==> config.mk <==
export PLATFORM = sky130hd
export DESIGN_NAME = rns_dist
export DESIGN_NICKNAME = d
export VERILOG_FILES = /design/src/hdl/rns_pkg.sv /design/src/hdl/rns_dist.sv
export SDC_FILE = /design/constraint.sdc
export NUM_CORES = 1
export LEC_CHECK = 0
export BUFFER_PORTS_ARGS = -buffer_cell sky130_fd_sc_hd__clkbuf_2
export CORE_MARGIN = 2
export CORE_UTILIZATION = 55
export DETAILED_ROUTE_END_ITERATION = 12
export GPL_ROUTABILITY_DRIVEN = 0
export PLACE_DENSITY = 0.72
export SLEW_MARGIN = 25
export SYNTH_ARGS = -nofsm -noshare
export SYNTH_HDL_FRONTEND = slang
export SYNTH_SLANG_ARGS = --single-unit
==> constraint.sdc <==
create_clock -name clk -period 14.6 [get_ports clk]
set_input_delay 3.65 -clock clk [delete_from_list [all_inputs] [get_ports clk]]
set_output_delay 3.65 -clock clk [all_outputs]
set_load 0.01 [all_outputs]
==> src/hdl/rns_pkg.sv <==
package rns_pkg;

    localparam int MAX_POINTS    = 1024;
    localparam int COORD_BITS    = 16;
    localparam int IDX_W         = $clog2(MAX_POINTS);
    localparam int POINT_W       = 2 * COORD_BITS;
    localparam int RADIUS_W      = 2 * COORD_BITS + 1;
    localparam int COUNT_W       = IDX_W + 1;
    localparam int CAP_NEIGHBORS = 64;
    localparam int NB_W          = 7;
    localparam int CFG_IDX_W     = 2;

    localparam logic KIND_LOAD  = 1'b0;
    localparam logic KIND_QUERY = 1'b1;

    typedef enum logic [CFG_IDX_W-1:0] {
        CFG_RADIUS_SQ   = 2'd0,
        CFG_SELF_LOOPS  = 2'd1,
        CFG_NB_LIMIT    = 2'd2,
        CFG_POINT_COUNT = 2'd3
    } cfg_index_t;

    typedef enum logic [2:0] {
        ST_IDLE,
        ST_SEND_RD,
        ST_SEND_LD,
        ST_WALK,
        ST_FINISH
    } state_t;

    typedef struct packed {
        logic                          kind;
        logic [IDX_W-1:0]              point_index;
        logic signed [COORD_BITS-1:0]  coord_x;
        logic signed [COORD_BITS-1:0]  coord_y;
    } req_t;

    typedef struct packed {
        logic [IDX_W-1:0] sender_index;
        logic [IDX_W-1:0] receiver_index;
        logic             found;
        logic             last;
    } rsp_t;

    // search settings handed to the sequencer
    typedef struct packed {
        logic               self_loops;
        logic [NB_W-1:0]    nb_limit;
        logic [COUNT_W-1:0] point_count;
    } search_cfg_t;

    // sequencer controls for the distance unit
    typedef struct packed {
        logic adv;
        logic sender_ld;
    } dist_ctl_t;

endpackage

==> src/hdl/rns_dist.sv <==
module rns_dist (
    input  logic                              clk,
    input  rns_pkg::dist_ctl_t                ctl,
    input  logic [rns_pkg::POINT_W-1:0]       point,
    input  logic [rns_pkg::RADIUS_W-1:0]      radius_sq,
    output logic                              hit
);

    localparam int CB     = rns_pkg::COORD_BITS;
    localparam int DIFF_W = CB + 1;
    localparam int SQ_W   = 2 * CB;
    localparam int SUM_W  = SQ_W + 1;

    logic [CB-1:0]   sender_x_reg;
    logic [CB-1:0]   sender_y_reg;
    logic [SQ_W-1:0] sqx_reg;
    logic [SQ_W-1:0] sqy_reg;

    logic signed [DIFF_W-1:0] dx;
    logic signed [DIFF_W-1:0] dy;
    logic [DIFF_W-1:0]        dx_abs;
    logic [DIFF_W-1:0]        dy_abs;
    logic [CB-1:0]            ax;
    logic [CB-1:0]            ay;
    logic [SQ_W-1:0]          sqx_next;
    logic [SQ_W-1:0]          sqy_next;

    always_comb
    begin
        dx = DIFF_W'($signed(point[CB-1:0])) - DIFF_W'($signed(sender_x_reg));
        dy = DIFF_W'($signed(point[2*CB-1:CB])) - DIFF_W'($signed(sender_y_reg));
        dx_abs = dx[DIFF_W-1] ? DIFF_W'(-dx) : DIFF_W'(dx);
        dy_abs = dy[DIFF_W-1] ? DIFF_W'(-dy) : DIFF_W'(dy);
        // magnitude of a difference never exceeds the coordinate range
        ax = dx_abs[CB-1:0];
        ay = dy_abs[CB-1:0];
        sqx_next = SQ_W'(ax) * SQ_W'(ax);
        sqy_next = SQ_W'(ay) * SQ_W'(ay);
    end

    always_ff @(posedge clk)
    begin
        if (ctl.sender_ld)
        begin
            sender_x_reg <= point[CB-1:0];
            sender_y_reg <= point[2*CB-1:CB];
        end
        if (ctl.adv)
        begin
            sqx_reg <= sqx_next;
            sqy_reg <= sqy_next;
        end
    end

    assign hit = (SUM_W'(sqx_reg) + SUM_W'(sqy_reg)) < radius_sq;

endmodule

Word level (Yosys, flattened, before mapping)
Index checks and enable logic that the tools add are counted.
Storage, ports and cells
  input bits: 68
  output and inout bits: 1
  register bits after elaboration: 96
  logic and storage cells: 14
Cells by class
  multiplexer cells: 2
  $add $sub $neg: 5
  multiply operators: 2
  magnitude comparators: 1
Operators with widths (count)
  $mul A16 B16 Y32: 2
  $sub A16 B16 Y17: 2
  $add A32 B32 Y33: 1
  $lt A33 B33 Y1: 1
  $mux W16: 2
  $neg A16 Y16: 2

Logic depth before layout (Yosys ltp)
Gate-level depths: netlist of run 1.
  depth after elaboration: 4
  gate-level depth with buffers: 40
  gate-level depth less buffers: 39

Worst setup path before layout of run 1
OpenSTA, ideal clock, no wires.
  path type: input to register
  from: input port point[0] in the netlist's numbering
  to: register sqx_reg[30], data pin
  setup slack: 2523 ps
  arrival: 11820 ps
  stages: 37
  required time: 14342 ps
  cell sequence: inv_1 -> ha_1 -> fa_1 -> nor2b_4 -> o31a_1 -> o21a_1 -> a41oi_2 -> a21o_1 -> a31oi_1 -> buf_2 -> nor2_1 -> xor2_1 -> inv_2 -> nand2_1 -> inv_1 -> fa_1 -> inv_1 -> fa_1 -> inv_1 -> fa_1 -> inv_1 -> fa_1 -> fa_1 -> fa_1 -> inv_1 -> ha_1 -> and3_1 -> and3_1 -> o311ai_0 -> a21oi_1 -> nand2_1 -> a31oi_1 -> a41o_1 -> o41a_1 -> a31o_2 -> a21oi_1 -> xnor2_1
On the way
  word-level cells in the longest chain between the ends: 4
RTL lines
  from (decl): RTL line rns_dist.sv:4  | input logic [rns_pkg::POINT_W-1:0] point,
  $sub A16 B16 Y17 (*): RTL line rns_dist.sv:30  | dx = DIFF_W'($signed(point[CB-1:0])) - DIFF_W'($signed(sender_x_reg));
  $neg A16 Y16: RTL line rns_dist.sv:32  | dx_abs = dx[DIFF_W-1] ? DIFF_W'(-dx) : DIFF_W'(dx);
  $mux W16 (*): RTL line rns_dist.sv:32
  $mul A16 B16 Y32 (*): RTL line rns_dist.sv:37  | sqx_next = SQ_W'(ax) * SQ_W'(ax);
  net sqx_next[30]: RTL line rns_dist.sv:25  | logic [SQ_W-1:0] sqx_next;
  to (signal assigned): RTL line rns_dist.sv:50  | sqx_reg <= sqx_next;
  to (decl): RTL line rns_dist.sv:16  | logic [SQ_W-1:0] sqx_reg;
Mark *: on every way through the listed nets, which the timed path passes. The rest lies on a longest branch.
A chain may end at the register's enable or synchronous reset.

Final worst setup path of run 1
  from: input port point[0] in the netlist's numbering
  to: register sqx_reg[31], data pin
The elaborated chain is that of the path after synthesis.

==> results.ini, run 1 <==
[run_status]
status = complete, no violations

[cells_and_area]
num_antenna_cells = 0
drive_gt1_share_pct = 7.08
fin_cells = 2855
area_growth_pct = 6.16
num-nets-final = 3025
layout_common_cells = inv_1, fa_1, ha_1, nor2_1, nand2_1
fillCellCount = 3326
final_common_cell = inv_1

[worst_setup_path]
start_kind = input pin
slowest_delay_ps = 550
path_buf_inv = 8
crit_type = input pin to register
crit_slowest_cell = xnor2_1
cp_top_family = adder cells
worstPathRequired_ps = 14720
path_max_fanout = 14
arrival_ps = 12830
cp.depth = 37
worstSetupEndpointType = register
reg2reg_depth = 35
cpMostUsedCell = fa_1

[global_routing]
gr-total-overflow = 0
grt_max_degree = 63
antenna_found_initial = 1
grt_pass1_vias = 16300
grt_pass1_wl_um = 76500
grt_usage_pct = 24.4

[logic_synthesis]
async_flop_share_pct = 0
netlist-cell-type-count = 86
syn_area_per_cell_um2 = 9.29
syn_nets = 2953
yosysTopAreaCellShare_pct = 31.0
yosysWarningCount = 0
synthCells = 2267
ys.flop_type = edfxtp_1
yosysTopAreaCell = fa_1
ys_seq_area_share_pct = 13.4
syn_area_um2 = 21100
synth_edf_count = 94
ys_top_cells_by_area = fa_1, ha_1, edfxtp_1
synth-seq-cells = 94

[timing]
slew_violations = 0
fin_ws_ps = 1890
setup_tns_ps = 0
finalCriticalPeriod_ps = 12710
period_share_pct = 87.1
fin_skew_ps = 2.26
finalHoldViolations = 0
finalSetupViolations = 0
worst_pin_slew_ps = 1110
slew_headroom_pct = 25.8
hold_ws_ps = 1100
clock.fmax_mhz = 78.7
rsz0062_at_grt = false

[routing]
drt_iter0_markers = 793
drc = 0
wirelength_um = 45300
drt-wirelength-per-cell_um = 15.8
firstDrtPassIters = 7
viasPerCell = 5.33
ant_nets = 0
vias = 15200

[clock_network]
cts_resized = 0
clk_latency_ps = 370
ctsHoldBuffers = 0
cts_setup_buffers = 0
htree_levels = 3
cts.sinks = 94
clock_path_buffers = 2
cts_root_buf = clkbuf_16
clkTransAtPathRegs_ps = 70
cts_tree = done
cts-buffers-inserted = 9

[run]
cap_violations = 0

[place]
hpwl_um = 38600
placed_cells = 2839
portBuffers = 68
pre_cts_ws_ps = 1600

[die]
die_x_um = 200
fp.coreArea_um2 = 37700
die_h_um = 200
die_area_um2 = 39900
start_util_pct = 55.9
num_io_pins = 69
fp-row-count = 71

[hold_path]
worstHoldPathCells = 3
hold_class = register to register

## Yosys cell counts, types with 4 or more instances
| library cell | instances |
|---|---|
| nor3_1 | 28 |
| buf_2 | 13 |
| inv_2 | 11 |
| and3_1 | 9 |
| o21bai_1 | 12 |
| nor2b_1 | 22 |
| edfxtp_1 | 94 |
| a211oi_1 | 7 |
| a21oi_1 | 82 |
| xnor2_1 | 86 |
| clkbuf_1 | 15 |
| inv_1 | 537 |
| or2_2 | 9 |
| o211ai_1 | 6 |
| a31oi_1 | 16 |
| nand3_1 | 19 |
| ha_1 | 292 |
| and2_1 | 24 |
| nand2b_1 | 28 |
| a21boi_0 | 6 |
| nand4_1 | 9 |
| o31ai_1 | 4 |
| o21ai_1 | 6 |
| o21ai_0 | 45 |
| nand2_1 | 157 |
| nor2_1 | 193 |
| or3_1 | 6 |
| xnor2_2 | 5 |
| a21o_1 | 41 |
| fa_1 | 326 |
| o21a_1 | 29 |
| xor2_2 | 4 |
| xor2_1 | 51 |
## logic make-up (layout without fill, tap and decap cells)
family          after synthesis  count (layout)  share of synthesized area (%)
simple gates                522             522                           11.3
mux                           4               4                          0.226
compound gates              301             301                           9.77
fa+ha+maj                   618             618                           48.3
buf+inv                     581             658                           10.5
xor+xnor                    147             147                           6.50
flops                        94              94                           13.4
## per-stage QoR
step / utilization, % / cell area [um^2]
floorplan: - / 21100
global placement: 58.6 / 22100
detailed placement: 58.6 / 22100
CTS: 59.4 / 22400
global route: 59.4 / 22400
finish: 59.4 / 22400
## area by class of cell
class	count	area, um^2	area share (%)
multi-input cells	1592	16000	71.7
flip-flops and latches	94	2820	12.6
inverters	550	2060	9.23
well taps	511	639	2.86
repair buffers	92	520	2.33
clock buffers	9	225	1.01
clock inverters	7	51.3	0.229
## final timing paths
kind                   startpoint           to  slack, ps
setup / recovery         point[0]  sqx_reg[31]       1890
hold reg to reg   sender_x_reg[0]   sqx_reg[0]       1100
setup reg to reg  sender_x_reg[0]  sqx_reg[31]       4930
hold / removal    sender_x_reg[0]   sqx_reg[0]       1100
## worst reg2reg max path: cells and delay by family, from the launching register on
family	cells	cell delay (ps)
buffers and inverters	6	880
and+or+nand+nor	6	1150
xor gates and xnor gates	2	640
AOI/OAI and AO/OA	12	2440
adders and majority gates	9	3910
DFF	1	370
## routing by layer
metal | global-route usage [%] | part of all wire (%) | vias up
li1 | - | - | 7298
met1 | 32.0 | 43 | 7448
met2 | 41.6 | 49 | 387
met3 | 4.00 | 5.8 | 81
met4 | 7.43 | 2.5 | 2
met5 | 0 | 0.027 | -
Power of run 1 is not shown: default switching activity piles up to over one toggle a cycle in this logic, so the estimate is an artifact.
==> run 2, diff against run 1 <==
--- a/config.mk
+++ b/config.mk
@@ -8,8 +8,8 @@
 export BUFFER_PORTS_ARGS = -buffer_cell sky130_fd_sc_hd__clkbuf_2
 export CORE_MARGIN = 2
-export CORE_UTILIZATION = 55
+export CORE_UTILIZATION = 50
 export DETAILED_ROUTE_END_ITERATION = 12
 export GPL_ROUTABILITY_DRIVEN = 0
-export PLACE_DENSITY = 0.72
+export PLACE_DENSITY = 0.66
 export SLEW_MARGIN = 25
 export SYNTH_ARGS = -nofsm -noshare
==> constraint.sdc (replaced) <==
create_clock -name clk -period 14.6 [get_ports clk]
set_input_delay 1.46 -clock clk [delete_from_list [all_inputs] [get_ports clk]]
set_output_delay 1.46 -clock clk [all_outputs]
set_load 0.01 [all_outputs]
==> run 2 against run 1 <==
Net effect:
- largest cell class unchanged
- die area grew 9.8%
- sequential share of layout area is essentially flat
- critical path depth shrank 1
- utilization shrank 5.7 points
- final area grew 0.26%
- clock skew grew 14 ps
- flip-flop and latch count is the same
- routed wire length grew 0.96%
- clock-buffer cell count is the same
- via count shrank 0.47%
==> results.ini, run 2 (synthesis results as in run 1) <==
[routing]
viasPerCell = 5.26  ; -1.4%
ant_nets = 0  ; unchanged
drt_iter0_markers = 846  ; +6.7%
drc = 0  ; unchanged
drt-wirelength-per-cell_um = 15.9  ; about the same
vias = 15100  ; -0.47%
firstDrtPassIters = 5  ; -2
wirelength_um = 45700  ; +0.96%

[worst_setup_path]
worstSetupEndpointType = register
crit_slowest_cell = a31oi_1
path_max_fanout = 14  ; unchanged
crit_type = input pin to register
worstPathRequired_ps = 14720  ; about the same
cpMostUsedCell = fa_1
arrival_ps = 11280  ; -1550 ps
start_kind = input pin
slowest_delay_ps = 750  ; +200 ps

[run]
cap_violations = 0  ; unchanged

[cells_and_area]
final_common_cell = inv_1
fin_cells = 2881  ; +0.91%
fillCellCount = 3843  ; +16%
area_growth_pct = 6.44
num-nets-final = 3023  ; -0.066%
num_antenna_cells = 0  ; unchanged
layout_common_cells = inv_1, fa_1, ha_1, nor2_1, nand2_1
drive_gt1_share_pct = 6.96  ; -0.12 points

[place]
placed_cells = 2865  ; +0.92%
portBuffers = 68  ; unchanged
hpwl_um = 38800  ; +0.66%

[clock_network]
htree_levels = 3  ; unchanged
clk_latency_ps = 370  ; about the same
cts_resized = 0  ; unchanged
ctsHoldBuffers = 0  ; unchanged
clock_path_buffers = 2  ; unchanged
cts_tree = done
clkTransAtPathRegs_ps = 70  ; about the same
cts-buffers-inserted = 9  ; unchanged
cts_root_buf = clkbuf_16
cts.sinks = 94  ; unchanged
cts_setup_buffers = 0  ; unchanged

[global_routing]
grt_pass1_wl_um = 78000  ; +1.9%
grt_pass1_vias = 16500  ; +0.99%
grt_max_degree = 63  ; unchanged
antenna_found_initial = 1  ; unchanged
gr-total-overflow = 0  ; unchanged
grt_usage_pct = 22.3  ; -2.1 points

[die]
die_h_um = 209  ; +4.8%
die_x_um = 209  ; +4.8%
fp-row-count = 75  ; +5.6%
start_util_pct = 50.5  ; -5.5 points
fp.coreArea_um2 = 41800  ; +11%
die_area_um2 = 43800  ; +9.8%
num_io_pins = 69  ; unchanged

[timing]
setup_tns_ps = 0  ; unchanged
period_share_pct = 76.4  ; -11 points
slew_violations = 0  ; unchanged
worst_pin_slew_ps = 1040  ; -68.6 ps
finalHoldViolations = 0  ; unchanged
rsz0062_at_grt = false
finalCriticalPeriod_ps = 11160  ; -1550 ps
finalSetupViolations = 0  ; unchanged
fin_skew_ps = 15.8  ; +13.5 ps
clock.fmax_mhz = 89.6  ; +14%
slew_headroom_pct = 30.4  ; +4.6 points

[run_status]
status = complete, no violations

[hold_path]
hold_class = register to register

-- run 2: routing by layer --
layer	wire (um)	global-route usage, %	vias up
li1	-	-	7308
met1	20200	29.1	7413
met2	21900	37.9	343
met3	2560	4.06	79
met4	1080	6.50	2
met5	13	0	-
-- run 2: path summary, 6_finish.rpt --
kind | cells past startpoint | slack (ps) | start | endpoint
max | 36 | 3440 | point[0] | sqx_reg[31]
min | 3 | 1130 | sender_x_reg[0] | sqx_reg[0]
max reg2reg | 34 | 4290 | sender_x_reg[0] | sqx_reg[31]
min reg2reg | 3 | 1130 | sender_x_reg[0] | sqx_reg[0]
-- run 2: cell type report --
cell class / instances / area [um^2] / area share, %
multi-input combinational: 1592 / 16000 / 71.5
clock inverter: 7 / 97.6 / 0.435
clock buffer: 9 / 225 / 1.00
inverter: 550 / 2060 / 9.20
timing repair buffer: 90 / 505 / 2.25
sequential: 94 / 2820 / 12.6
tap: 539 / 674 / 3.01
-- run 2: critical path, delay by kind of cell --
| family | cells | cell delay [ps] |
|---|---|---|
| AO/OA/AOI/OAI | 12 | 3030 |
| XOR/XNOR | 2 | 770 |
| adder cells (fa/ha/maj) | 9 | 3890 |
| buffers and inverters | 7 | 830 |
| AND/OR/NAND/NOR | 6 | 1290 |
-- run 2: per-stage QoR --
stage | hold WS (ps) | worst slack, ps | utilization (%) | cell area (um^2)
2_1_floorplan | 695 | 4710 | - | 21100
3_3_place_gp | 1100 | 3430 | 52.9 | 22100
3_5_place_dp | 1100 | 3210 | 52.9 | 22100
4_1_cts | 1120 | 3580 | 53.7 | 22400
5_1_grt | 1150 | 2850 | 53.7 | 22400
6_report | 1130 | 3440 | 53.7 | 22400
Power of run 2 is left out for the same reason.
