===== src/hdl/rns_pkg.sv =====
package rns_pkg;

    localparam int MAX_POINTS    = 1024;
    localparam int COORD_BITS    = 16;
    localparam int IDX_W         = $clog2(MAX_POINTS);
    localparam int POINT_W       = 2 * COORD_BITS;
    localparam int RADIUS_W      = 2 * COORD_BITS + 1;
    localparam int COUNT_W       = IDX_W + 1;
    localparam int CAP_NEIGHBORS = 64;
    localparam int NB_W          = 7;
    localparam int CFG_IDX_W     = 2;

    localparam logic KIND_LOAD  = 1'b0;
    localparam logic KIND_QUERY = 1'b1;

    typedef enum logic [CFG_IDX_W-1:0] {
        CFG_RADIUS_SQ   = 2'd0,
        CFG_SELF_LOOPS  = 2'd1,
        CFG_NB_LIMIT    = 2'd2,
        CFG_POINT_COUNT = 2'd3
    } cfg_index_t;

    typedef enum logic [2:0] {
        ST_IDLE,
        ST_SEND_RD,
        ST_SEND_LD,
        ST_WALK,
        ST_FINISH
    } state_t;

    typedef struct packed {
        logic                          kind;
        logic [IDX_W-1:0]              point_index;
        logic signed [COORD_BITS-1:0]  coord_x;
        logic signed [COORD_BITS-1:0]  coord_y;
    } req_t;

    typedef struct packed {
        logic [IDX_W-1:0] sender_index;
        logic [IDX_W-1:0] receiver_index;
        logic             found;
        logic             last;
    } rsp_t;

    // search settings handed to the sequencer
    typedef struct packed {
        logic               self_loops;
        logic [NB_W-1:0]    nb_limit;
        logic [COUNT_W-1:0] point_count;
    } search_cfg_t;

    // sequencer controls for the distance unit
    typedef struct packed {
        logic adv;
        logic sender_ld;
    } dist_ctl_t;

endpackage


===== src/hdl/rns_ctrl.sv =====
module rns_ctrl (
    input  logic                             clk,
    input  logic                             rst_n,
    input  rns_pkg::search_cfg_t             cfg,
    input  logic                             req_valid,
    output logic                             req_ready,
    input  rns_pkg::req_t                    req,
    output logic                             rsp_valid,
    input  logic                             rsp_ready,
    output rns_pkg::rsp_t                    rsp,
    output logic                             rd_en,
    output logic [rns_pkg::IDX_W-1:0]        rd_addr,
    output rns_pkg::dist_ctl_t               dist_ctl,
    input  logic                             dist_hit
);

    localparam int IW = rns_pkg::IDX_W;
    localparam int CW = rns_pkg::COUNT_W;
    localparam int NW = rns_pkg::NB_W;

    rns_pkg::state_t state_reg, state_next;

    logic [IW-1:0]  q_idx_reg, q_idx_next;
    logic [CW-1:0]  j_reg, j_next;
    logic [NW-1:0]  n_reg, n_next;
    logic           s1_valid_reg, s1_valid_next;
    logic [IW-1:0]  s1_idx_reg, s1_idx_next;
    logic           s2_valid_reg, s2_valid_next;
    logic [IW-1:0]  s2_idx_reg, s2_idx_next;
    logic           held_valid_reg, held_valid_next;
    logic [IW-1:0]  held_idx_reg, held_idx_next;
    logic           rsp_valid_reg, rsp_valid_next;
    rns_pkg::rsp_t  rsp_reg, rsp_next;

    logic [NW-1:0]  cap_eff;
    logic [CW-1:0]  count_eff;
    logic           query_acc;
    logic           issuing;
    logic           s2_hit;
    logic           out_free;
    logic           stall;
    logic           adv;
    logic           capped;
    logic           walk_end;
    logic           push_walk;
    logic           push_fin;

    always_comb
    begin
        cap_eff = (cfg.nb_limit == '0 || cfg.nb_limit > NW'(rns_pkg::CAP_NEIGHBORS))
                ? NW'(rns_pkg::CAP_NEIGHBORS) : cfg.nb_limit;
        count_eff = (cfg.point_count > CW'(rns_pkg::MAX_POINTS))
                  ? CW'(rns_pkg::MAX_POINTS) : cfg.point_count;
        query_acc = req_valid && req_ready && (req.kind == rns_pkg::KIND_QUERY);
        issuing   = (state_reg == rns_pkg::ST_WALK) && (j_reg < count_eff);
        s2_hit    = s2_valid_reg && dist_hit
                  && !((s2_idx_reg == q_idx_reg) && !cfg.self_loops);
        out_free  = !rsp_valid_reg || rsp_ready;
        // a second hit needs the output register to move the held one out
        stall     = (state_reg == rns_pkg::ST_WALK) && s2_hit && held_valid_reg && !out_free;
        adv       = (state_reg == rns_pkg::ST_WALK) && !stall;
        capped    = adv && s2_hit && ((n_reg + NW'(1)) == cap_eff);
        walk_end  = (state_reg == rns_pkg::ST_WALK) && !issuing
                  && !s1_valid_reg && !s2_valid_reg;
        push_walk = adv && s2_hit && held_valid_reg;
        push_fin  = (state_reg == rns_pkg::ST_FINISH) && out_free;
    end

    // next state
    always_comb
    begin
        state_next = state_reg;
        unique case (state_reg)
            rns_pkg::ST_IDLE:
            begin
                if (query_acc)
                begin
                    state_next = rns_pkg::ST_SEND_RD;
                end
            end
            rns_pkg::ST_SEND_RD:
            begin
                state_next = rns_pkg::ST_SEND_LD;
            end
            rns_pkg::ST_SEND_LD:
            begin
                state_next = rns_pkg::ST_WALK;
            end
            rns_pkg::ST_WALK:
            begin
                if (capped || walk_end)
                begin
                    state_next = rns_pkg::ST_FINISH;
                end
            end
            rns_pkg::ST_FINISH:
            begin
                if (out_free)
                begin
                    state_next = rns_pkg::ST_IDLE;
                end
            end
        endcase
    end

    // outputs of the sequencer
    always_comb
    begin
        req_ready          = 1'b0;
        rd_en              = 1'b0;
        rd_addr            = j_reg[IW-1:0];
        dist_ctl.adv       = adv;
        dist_ctl.sender_ld = 1'b0;
        unique case (state_reg)
            rns_pkg::ST_IDLE:
            begin
                req_ready = 1'b1;
            end
            rns_pkg::ST_SEND_RD:
            begin
                rd_en   = 1'b1;
                rd_addr = q_idx_reg;
            end
            rns_pkg::ST_SEND_LD:
            begin
                dist_ctl.sender_ld = 1'b1;
            end
            rns_pkg::ST_WALK:
            begin
                rd_en = issuing && adv;
            end
            rns_pkg::ST_FINISH:
            begin
            end
        endcase
    end

    // walk pipeline, held receiver and result register
    always_comb
    begin
        q_idx_next      = q_idx_reg;
        j_next          = j_reg;
        n_next          = n_reg;
        s1_valid_next   = s1_valid_reg;
        s1_idx_next     = s1_idx_reg;
        s2_valid_next   = s2_valid_reg;
        s2_idx_next     = s2_idx_reg;
        held_valid_next = held_valid_reg;
        held_idx_next   = held_idx_reg;
        rsp_valid_next  = rsp_valid_reg;
        rsp_next        = rsp_reg;

        if (query_acc)
        begin
            q_idx_next      = req.point_index;
            j_next          = '0;
            n_next          = '0;
            s1_valid_next   = 1'b0;
            s2_valid_next   = 1'b0;
            held_valid_next = 1'b0;
        end

        if (adv)
        begin
            j_next        = j_reg + CW'(issuing);
            s1_valid_next = issuing;
            s1_idx_next   = j_reg[IW-1:0];
            s2_valid_next = s1_valid_reg;
            s2_idx_next   = s1_idx_reg;
            if (s2_hit)
            begin
                held_valid_next = 1'b1;
                held_idx_next   = s2_idx_reg;
                n_next          = n_reg + NW'(1);
            end
            if (capped)
            begin
                s1_valid_next = 1'b0;
                s2_valid_next = 1'b0;
            end
        end

        if (rsp_ready)
        begin
            rsp_valid_next = 1'b0;
        end
        if (push_walk)
        begin
            rsp_valid_next          = 1'b1;
            rsp_next.sender_index   = q_idx_reg;
            rsp_next.receiver_index = held_idx_reg;
            rsp_next.found          = 1'b1;
            rsp_next.last           = 1'b0;
        end
        else if (push_fin)
        begin
            rsp_valid_next          = 1'b1;
            rsp_next.sender_index   = q_idx_reg;
            rsp_next.receiver_index = held_valid_reg ? held_idx_reg : '0;
            rsp_next.found          = held_valid_reg;
            rsp_next.last           = 1'b1;
            held_valid_next         = 1'b0;
        end
    end

    always_ff @(posedge clk or negedge rst_n)
    begin
        if (!rst_n)
        begin
            state_reg      <= rns_pkg::ST_IDLE;
            s1_valid_reg   <= 1'b0;
            s2_valid_reg   <= 1'b0;
            held_valid_reg <= 1'b0;
            rsp_valid_reg  <= 1'b0;
            j_reg          <= '0;
            n_reg          <= '0;
        end
        else
        begin
            state_reg      <= state_next;
            s1_valid_reg   <= s1_valid_next;
            s2_valid_reg   <= s2_valid_next;
            held_valid_reg <= held_valid_next;
            rsp_valid_reg  <= rsp_valid_next;
            j_reg          <= j_next;
            n_reg          <= n_next;
        end
    end

    always_ff @(posedge clk)
    begin
        q_idx_reg    <= q_idx_next;
        s1_idx_reg   <= s1_idx_next;
        s2_idx_reg   <= s2_idx_next;
        held_idx_reg <= held_idx_next;
        rsp_reg      <= rsp_next;
    end

    assign rsp_valid = rsp_valid_reg;
    assign rsp       = rsp_reg;

endmodule


===== config.mk =====
export PLATFORM = sky130hd
export DESIGN_NAME = rns_ctrl
export DESIGN_NICKNAME = d
export VERILOG_FILES = /design/src/hdl/rns_pkg.sv /design/src/hdl/rns_ctrl.sv
export SDC_FILE = /design/constraint.sdc
export NUM_CORES = 1
export LEC_CHECK = 0
export BUFFER_PORTS_ARGS = -buffer_cell sky130_fd_sc_hd__clkbuf_2
export CAP_MARGIN = 20
export CORE_MARGIN = 2
export CORE_UTILIZATION = 48
export DETAILED_ROUTE_END_ITERATION = 8
export GPL_TIMING_DRIVEN = 1
export PLACE_DENSITY_LB_ADDON = 0.1
export SLEW_MARGIN = 20
export SYNTH_ARGS = -nofsm -noshare
export SYNTH_HDL_FRONTEND = slang
export SYNTH_SLANG_ARGS = --single-unit

===== constraint.sdc =====
create_clock -name clk -period 2.75 [get_ports clk]
set_input_delay 0.1375 -clock clk [delete_from_list [all_inputs] [get_ports clk]]
set_output_delay 0.1375 -clock clk [all_outputs]
set_load 0.005 [all_outputs]

# Word-level counts from Yosys, hierarchy flattened

Index checks and enable logic that the tools add are counted.

$lt $le $gt $ge: 3
Add/sub/neg operators: 2
Equality and inequality tests: 9
Muxes and demuxes: 31
Reductions and logical operators: 36

Operator list:

| operator               | count |
|---|---|
| $mux W22               | 2 |
| $mux W11               | 3 |
| $mux W7                | 4 |
| $mux W10               | 2 |
| $logic_and A1 B1 Y1    | 18 |
| $mux W1                | 15 |
| $pmux W3 S5            | 1 |
| $add A11 B1 Y11        | 1 |
| $gt A11 B11 Y1 const B | 1 |
| $lt A11 B11 Y1         | 1 |
| $eq A10 B10 Y1         | 1 |
| $mux W3                | 3 |
| $logic_not A1 Y1       | 8 |
| $add A7 B1 Y7 const B  | 1 |
| $eq A7 B7 Y1           | 1 |
| $gt A7 B7 Y1 const B   | 1 |
| $logic_not A7 Y1       | 1 |
| $eq A3 B2 Y1 const B   | 2 |
| $ne A2 B2 Y1 const B   | 2 |
| $reduce_bool A2 Y1     | 2 |
| $eq A3 B1 Y1 const B   | 1 |
| $eq A3 B3 Y1 const B   | 1 |
| $logic_not A3 Y1       | 1 |
| $logic_or A1 B1 Y1     | 3 |
| 5 further kinds        | 5 |

Register bits after elaboration: 87
Bits of input ports: 67
Output and inout bits: 37
Logic and storage cells: 96

# Longest topological paths before layout

Depth in word-level cells: 14
Depth in mapped cells: 15
Depth with buffers taken out: 15

# Worst setup path after synthesis

Ideal clock, no wire load.

Path kind: reg2reg
Start point: register j_reg[8]
End point: register j_reg[10]
Clock period less this slack: 3028 ps
Buffers on the path: 0
Setup slack: -278 ps
Arrival: 2904 ps
Setup time: 124 ps
Stages on the path, launching flop included: 14
Data required time: 2626 ps
Path through: dfrtp_1 -> ha_1 -> a21o_1 -> a21o_1 -> a21oi_1 -> o211ai_1 -> nor2_1 -> ha_1 -> ha_1 -> nand3_1 -> or2_1 -> or3_1 -> and3_1 -> a211o_1

Cells in the longest elaborated chain, start to end: 4

RTL lines:

| what                   | line            | RTL |
|---|---|---|
| from (decl)            | rns_ctrl.sv:24  | `logic [CW-1:0] j_reg, j_next;` |
| from (signal assigned) | rns_ctrl.sv:225 | `j_reg <= j_next;` |
| $lt A11 B11 Y1         | rns_ctrl.sv:55  | `issuing = (state_reg == rns_pkg::ST_WALK) && (j_reg < count_eff);` |
| $logic_and A1 B1 Y1    | rns_ctrl.sv:55  |  |
| $add A11 B1 Y11 (*)    | rns_ctrl.sv:165 | `j_next = j_reg + CW'(issuing);` |
| $mux W11 (*)           | rns_ctrl.sv:163 | `if (adv)` |

Mark *: on every way between the ends. The rest lies on a longest branch, timed or not.
A chain may end at the register's enable or synchronous reset.

# Final worst setup path

Same ends and word-level chain as after synthesis.

==> impl_metrics.tcl <==
set metrics [dict create \
    cap_viol_max_count 0 \
    dominantRegCellSynth "edfxtp_1" \
    timing.final.crit_period_ns 2.82 \
    drt_pass1_iterations 4 \
    outcome "finished with violations" \
    area_growth_syn_to_layout_pct 24.5 \
    fin_tns_setup_ns -0.113 \
    drt_wl_cell_um 15.4 \
    critical_path.reg2reg.startpoint "j_reg[8]" \
    gpl.final_weighted_congestion 0.812 \
    setup.worst_path.start "j_reg[8]" \
    initial_utilization_pct 49.7 \
    syn_area_per_cell_um2 12.3 \
    async_reset_ff_share_pct 28.7 \
    cts-root-buf "clkbuf_8" \
    unrepaired_setup_endpoints_after_global_routing "true" \
    detailed_route_vias_per_instance 5.30 \
    post_synth_instance_area_um2 4110 \
    failed_checks "negative setup slack" \
    tightest_slew_ns 0.706 \
    ant_nets 0 \
    worstPathRequired_ns 2.99 \
    fin_worst_skew_ns 0.0130 \
    netlist_instances 334 \
    layout.cells.most_common_list "clkbuf_2, edfxtp_1, nand2_1, buf_4, dfrtp_1" \
    netlist.area_leader.share_pct 43.9 \
    fin_cells 555 \
    design.core.area_um2 8260 \
    route.final.wire_length_mm 8.57 \
    clock-sinks 87 \
    ff2ff_path_depth 13 \
    period_share_pct 102 \
    cts.clk_slew.worst_paths_ns 0.09 \
    worst_hold_path_type "in -> reg" \
    worst_setup_path_end_kind "flip-flop" \
    largest_register_ffs 22 \
    setup_viol 2 \
    number_of_storage_elements_in_the_synthesis_netlist 87 \
    number_of_placed_instances_taps_included 527 \
    relSlewSlack_pct 52.9 \
    total_track_usage_pct 19.6 \
    antenna_found_initial 0 \
    design.final.nets 525 \
    drive_gt1_share_pct 31.8 \
    clk_path_buf_depth 2 \
    io-pin-count 104 \
    peak_supply_drop_mv 0.410 \
    dp.final_hpwl_mm 6.33 \
    grt_pass1_vias 2839 \
    globalRoute.totalOverflow 0 \
    worst-r2r-setup-slack_ns -0.07 \
    drc 0 \
    endpoint "j_reg[10]" \
    timing.critical_path.arrival_ns 3.06 \
    tritoncts_clock_tree "built" \
    synth.net_count 414 \
    r2r_end "j_reg[10]" \
    timing.critical_path.fanout_max 3 \
    die_y_extent_um 96.5 \
    synth_edf_count 60 \
    clk_latency_ns 0.35 \
    static-leakage-power_uw 0.00224 \
    maximum_number_of_pins_on_one_net_before_global_route_repair 40 \
    power-per-cell-area_nw_per_um2 926 \
    number_of_buffer_cells_added_on_primary_ports 71 \
    htree_levels 3 \
    slew_viol_final 0 \
    timing.critical_path.from_type "flip-flop" \
    die_w_um 96.5 \
    maxClockFrequency_mhz 355 \
    final_common_cell "clkbuf_2" \
    core.rowCount 33 \
    yosys.area.top_type "edfxtp_1" \
    post_synth_main_area_contributors "edfxtp_1, dfrtp_1, ha_1" \
    setup.worst_path.class "reg -> reg" \
    post-route-worst-setup-slack_ns -0.0657 \
    grt_pass1_wl_mm 13.7 \
    die_area_um2 9310 \
    drt_iter0_drc 109 \
    yosysSeqAreaShare_pct 60.1 \
    n_antenna_cell 0 \
    synth_cell_type_count 57 \
    final_hold_viol_count 0 \
    cts-buffers-inserted 9 \
    detailroute.via_count 2939 \
    synth-warning-count 0 \
]
-- power breakdown --
group          internal (uW)  switching (uW)
logic                    738             956
registers               2000             225
clock network            336             478
total                   3080            1660
-- per-layer routing --
| layer | vias up | global-route usage (%) | wire length, um |
|---|---|---|---|
| met2 | 65 | 32.5 | 4240 |
| li1 | 1461 | - | - |
| met3 | 11 | 2.72 | 276 |
| met4 | 0 | 5.99 | 130 |
| met5 | - | 0 | 0 |
| met1 | 1402 | 26.9 | 3920 |
-- worst min-delay path by stage --
| stage | from | cells past startpoint | endpoint | slack (ns) |
|---|---|---|---|---|
| finish | rsp_ready | 3 | rsp_valid | 0.07 |
| detailed placement | rst_n | 1 | n_reg[3] | 0.21 |
| global placement | rst_n | 1 | n_reg[3] | 0.21 |
| floorplan | rst_n | 0 | held_valid_reg | -0.16 |
| CTS | rsp_ready | 3 | rsp_valid | 0.07 |
| global route | rsp_ready | 3 | rsp_valid | 0.09 |
-- per-stage QoR --
stage               hold WS, ns  instance area, um^2  setup WS (ns)  util (%)  total power, uW
finish                   0.0675                 5110        -0.0657      61.9             4740
global route             0.0925                 5110         -0.177      61.9             5070
CTS                      0.0668                 5100        -0.0500      61.8             4760
detailed placement        0.211                 4780         -0.218      57.9             3930
global placement          0.205                 4780         -0.178      57.9             3860
floorplan                -0.158                 4130         -0.115         -             3250
-- layout make-up --
type,count,area [um^2]
Clock buffer,9,124
Inverter,8,30.0
Fill cell,710,3140
Sequential cell,87,2470
Timing Repair Buffer,109,681
Clock inverter,7,53.8
Multi-Input combinational cell,230,1630
Tap cell,105,131
-- Yosys cell counts (4+ instances only) --
library cell,count
inv_1,4
nand2_1,31
ha_1,13
nor3_1,9
nand3_1,15
o21ai_0,9
mux2_2,10
buf_2,4
and3_1,9
nor2b_1,14
nand4_1,4
edfxtp_1,60
clkbuf_1,4
dfrtp_1,25
a21o_1,4
and2_1,14
a21oi_1,11
xnor2_1,5
or3_1,5
nor2_1,18
a221o_1,6
xor2_1,12
-- critical path: stages, from the launching register on --
cell and delay [ns]:
dfrtp_1 0.43, ha_4 0.23, a21o_1 0.15, a21o_1 0.18, a21oi_2 0.12, o211ai_1 0.12
nor2_1 0.11, ha_2 0.21, ha_4 0.13, nand3_2 0.08, or2_1 0.23, or3_1 0.33
and3_1 0.16, a211o_1 0.21
-- cells by family (layout without fill, tap and decap cells) --
family / count (synthesis) / count (layout) / synth area share, %
simple gates: 136 / 136 / 17.7
flops: 87 / 87 / 60.1
compound gates: 51 / 51 / 9.05
xor+xnor: 18 / 18 / 4.20
buf+inv: 17 / 133 / 1.77
fa+ha+maj: 13 / 13 / 3.96
mux: 12 / 12 / 3.26
-- what timing repair did --
action                     in CTS  in global routing
gates resized for setup         5                  1
hold buffers                   11                  0
hold endpoints to repair       35                  0
setup endpoints to repair       5                  6
pin swaps                       5                  1
setup buffers                   0                  1
Note: power is estimated with default switching activity, not from simulation.
